--- config.mk ---
export PLATFORM = sky130hd
export DESIGN_NAME = bdy_order_search
export DESIGN_NICKNAME = d
export VERILOG_FILES = /design/src/bdy_pkg.sv /design/src/bdy_order_search.sv
export SDC_FILE = /design/constraint.sdc
export NUM_CORES = 1
export LEC_CHECK = 0
export BUFFER_PORTS_ARGS = -buffer_cell sky130_fd_sc_hd__buf_2
export CORE_MARGIN = 4
export CORE_UTILIZATION = 40
export DETAILED_ROUTE_END_ITERATION = 16
export PLACE_DENSITY = 0.9
export SETUP_SLACK_MARGIN = 0.15
export SLEW_MARGIN = 20
export SYNTH_ARGS = -nofsm -noshare
export SYNTH_HDL_FRONTEND = slang
export SYNTH_SLANG_ARGS = --single-unit
--- constraint.sdc ---
create_clock -name vclk -period 10.05
set_input_delay 2.01 -clock vclk [all_inputs]
set_output_delay 2.01 -clock vclk [all_outputs]
set_load 0.02 [all_outputs]
--- src/bdy_pkg.sv ---
`timescale 1ns / 1ps
// ----------------------------------------------------------------------------
// bdy_pkg
// Shared types, codes and list-store address helpers for the buddy allocator.
// ----------------------------------------------------------------------------
package bdy_pkg;

    localparam int MAX_ORDER  = 10;
    localparam int NUM_ORD    = MAX_ORDER + 1;
    localparam int ORD_W      = 4;
    localparam int ADDR_W     = MAX_ORDER;
    localparam int SIZE_W     = 11;
    localparam int LEN_W      = MAX_ORDER + 1;
    localparam int LIST_AW    = MAX_ORDER + 1;
    localparam int LIST_DEPTH = 2 << MAX_ORDER;
    localparam int POOL_UNITS = 1 << MAX_ORDER;
    localparam int RESET_ORDER = (10 > MAX_ORDER) ? MAX_ORDER : 10;

    localparam logic       OP_ALLOC   = 1'b0;
    localparam logic       OP_FREE    = 1'b1;
    localparam logic [1:0] ST_OK      = 2'd0;
    localparam logic [1:0] ST_NOSPACE = 2'd1;
    localparam logic [1:0] ST_BADFREE = 2'd2;
    localparam logic       REG_POOL_ORDER = 1'b0;

    typedef logic [ORD_W-1:0]  t_ord;
    typedef logic [ADDR_W-1:0] t_addr;
    typedef logic [LEN_W-1:0]  t_len;

    typedef struct packed {
        logic              op;
        logic [SIZE_W-1:0] request_size;
        t_addr             free_address;
    } t_in_req;

    typedef struct packed {
        logic [1:0] status;
        t_addr      block_start;
        t_addr      block_end;
        logic       merged;
        t_addr      merged_start;
    } t_out_rsp;

    typedef struct packed {
        logic fail;
        t_ord x;
        t_ord i;
    } t_srch;

    typedef enum logic [3:0] {
        S_CLEAR,
        S_IDLE,
        S_ALOC_SRCH,
        S_ALOC_POP,
        S_ALOC_SPLIT,
        S_FREE_LOOK,
        S_FREE_SCAN,
        S_FREE_PUSH,
        S_RESP
    } t_state;

    // start of the region that holds the list of order k
    function automatic logic [LIST_AW-1:0] list_base(input t_ord k);
        logic [LIST_AW:0] full;
        logic [LIST_AW:0] span;
        full = (LIST_AW+1)'(1) << LIST_AW;
        span = (LIST_AW+1)'(2) << (MAX_ORDER - int'(k));
        return LIST_AW'(full - span);
    endfunction

    // physical address of ring position pos in the list of order k
    function automatic logic [LIST_AW-1:0] list_addr(input t_ord k, input t_addr pos);
        t_addr mask;
        mask = ADDR_W'((1 << (MAX_ORDER - int'(k))) - 1);
        return list_base(k) + LIST_AW'(pos & mask);
    endfunction

endpackage

--- src/bdy_order_search.sv ---
`timescale 1ns / 1ps
// ----------------------------------------------------------------------------
// bdy_order_search
// Rounds a request size up to an order and finds the first nonempty list.
// ----------------------------------------------------------------------------
module bdy_order_search import bdy_pkg::*; (
    input  logic [SIZE_W-1:0] i_size,
    input  t_ord              i_pool_order,
    input  t_len              i_len [NUM_ORD],
    output t_srch             o_srch
);

    logic [SIZE_W-1:0] s_m1;
    t_ord              x;
    t_ord              sel;
    logic              hit;

    always_comb begin
        s_m1 = (i_size == '0) ? '0 : i_size - SIZE_W'(1);
        x = '0;
        for (int b = 0; b < SIZE_W; b++) begin
            if (s_m1[b]) x = ORD_W'(b + 1);
        end
        sel = '0;
        hit = 1'b0;
        for (int k = NUM_ORD - 1; k >= 0; k--) begin
            if (ORD_W'(k) >= x && ORD_W'(k) <= i_pool_order && i_len[k] != '0) begin
                sel = ORD_W'(k);
                hit = 1'b1;
            end
        end
        o_srch.fail = (x > i_pool_order) || !hit;
        o_srch.x    = x;
        o_srch.i    = sel;
    end

endmodule

==> results.json <==
{
  "outcome": "finished, final reports clean",
  "p_total_uw": 73.92,
  "core_mm2": 0.003363,
  "grt_pass1_vias": 1972,
  "drt_first_pass_iters": 4,
  "worst_path_max_delay_cell": "or3b_1",
  "clkbuf_count": 0,
  "track_usage_pct": 22.58,
  "io_pins": 145,
  "path_cells": "buf_2 > inv_1 > ha_1 > or3b_1 > nor4_4 > mux2i_1 > o311a_2 > inv_1 > nor2_1 > ha_1 > o21ai_0 > nand2b_1 > a21oi_1 > a41o_1 > o41ai_1 > buf_2",
  "overflow": 0,
  "crit_path_start": "i_size[0]",
  "synthToLayoutAreaGrowth_pct": 52.02,
  "dieArea_mm2": 0.004496,
  "drt_iter0_drc": 79,
  "p_leak_uw": 0.001021,
  "p_per_area_mw_per_mm2": 34.85,
  "max_freq_mhz": 136.7,
  "yosysSeqAreaShare_pct": 0,
  "rsz0062_at_grt": "no",
  "remaining_drc_errors": 0,
  "layout_common_cells": "buf_2 (145), nor4_1 (25), nor3_1 (17), nor2_1 (14)",
  "drive_gt1_share_pct": 48.96,
  "syn_inst": 200,
  "setup_tns_ns": 0,
  "grt_max_degree": 11,
  "synth_nets": 343,
  "hold_path_startpoint": "i_pool_order[3]",
  "antenna_found_initial": 0,
  "diodes": 0,
  "drt-total-wl_mm": 5.822,
  "slew_violations": 0,
  "vdd_drop_max_uv": 21.39,
  "fill_cells": 339,
  "min_path_type": "in -> out",
  "drt.antenna.violating_nets": 0,
  "ctsHoldBuffers": 0,
  "hpwlAfterDp_mm": 5.171,
  "cp-end-kind": "output pin",
  "finalSetupViolations": 0,
  "ys.warnings.count": 0,
  "yosysUniqueCellTypes": 67,
  "cts_setup_buffers": 0,
  "ctsResizeCount": 0,
  "multi_input_area_mm2": 0.001296,
  "cp_data_required_time_ns": 8.04,
  "initial_core_util_pct": 41.48,
  "slowest_delay_ns": 0.51,
  "fin_crit_ns": 7.316,
  "die_w_um": 67.06,
  "relSlewSlack_pct": 62.15,
  "finalCritPeriodShare_pct": 72.79,
  "grt_pass1_wl_mm": 8.321,
  "tightest_slew_ns": 0.5626,
  "gp_congestion": 0.9243,
  "worst_setup_path_start_kind": "input port",
  "hold_ws_ns": 4.654,
  "via_per_inst": 5.775,
  "crit_type": "in -> out",
  "port_buffers": 145,
  "n_sequential_cell": 0,
  "final_common_cell": "buf_2",
  "seqCellArea_um2": 0,
  "crit_fanout": 8,
  "layout.nets": 482,
  "row_count": 21,
  "die_h_um": 67.06,
  "cp.arrival_ns": 5.31,
  "syn_area_mm2": 0.001395,
  "hold_viol": 0,
  "num_vias": 2212,
  "max_cap_violations": 0,
  "synth_area_per_cell_um2": 6.975,
  "wl_per_cell_um": 15.20
}
[layout make-up]
cell class	instances	share of cell area [%]
Tap cell	46	2.714
Multi-Input combinational cell	181	61.12
Inverter	11	1.947
Timing Repair Buffer	145	34.22
[worst paths after layout]
kind	depth (start not counted)	endpoint	slack [ns]
max	16	o_srch[8]	2.73
min	6	o_srch[0]	4.65
[per-stage QoR]
stage,utilization [%],cells,cell area (µm²),setup slack (ns)
after global routing,63.06,383,2121,2.461
final,63.06,383,2121,2.734
after CTS,63.06,383,2121,2.771
after detailed placement,63.06,383,2121,2.774
after floorplan,-,200,1395,2.963
after global placement,63.06,383,2121,2.912
[critical path: cells and delay by family]
family / cells / cell delay [ns]
adders and majority gates: 2 / 0.57
AOI/OAI and AO/OA: 5 / 0.79
buffers and inverters: 4 / 0.51
and+or+nand+nor: 4 / 1.00
muxes: 1 / 0.42
[layer usage]
layer	track usage (%)	share of wire, %	vias to the layer above
li1	-	-	1108
met1	30.16	41	994
met2	38.53	48	102
met3	2.024	9.6	8
met4	5.316	2.1	0
met5	0	0	-
[where the power goes]
part           total (µW)  internal (µW)  switching, µW
registers               0              0              0
logic                73.9           35.6           38.3
clock network           0              0              0
[cell usage after synthesis (2+ instances only)]
master    count  area share, %
a21oi_1      11            3.9
a311oi_1      3            1.9
a31oi_1       5            2.2
and3_1        2           0.90
buf_4         3            1.6
buf_6         2            1.6
clkbuf_1      2           0.54
ha_1          7            6.3
inv_1        11            3.0
mux2_2        2            1.6
mux2i_1       3            2.2
nand2_1      10            2.7
nand2b_1      2           0.90
nand3_1      10            3.6
nand3b_1      3            1.6
nor2_1       14            3.8
nor2b_1       2           0.90
nor3_1       17            6.1
nor4_1       25             11
o211a_1       2            1.4
o21a_1        2            1.1
o21ai_0       7            2.5
o21ai_1       2           0.72
o31ai_1       6            3.2
or2_2         2           0.90
or4_4         2            1.6
or4b_1        2            1.4
xor2_1        2            1.3
[kinds of logic (layout without fill, tap and decap cells)]
kind of cell | Yosys count | count (layout) | share of synthesized area, %
compound gates | 63 | 63 | 36.41
xor+xnor | 2 | 2 | 1.256
fa+ha+maj | 7 | 7 | 6.278
buf+inv | 19 | 156 | 7.085
mux | 5 | 5 | 3.767
simple gates | 104 | 104 | 45.20
Power figures use the tool's default switching activity.
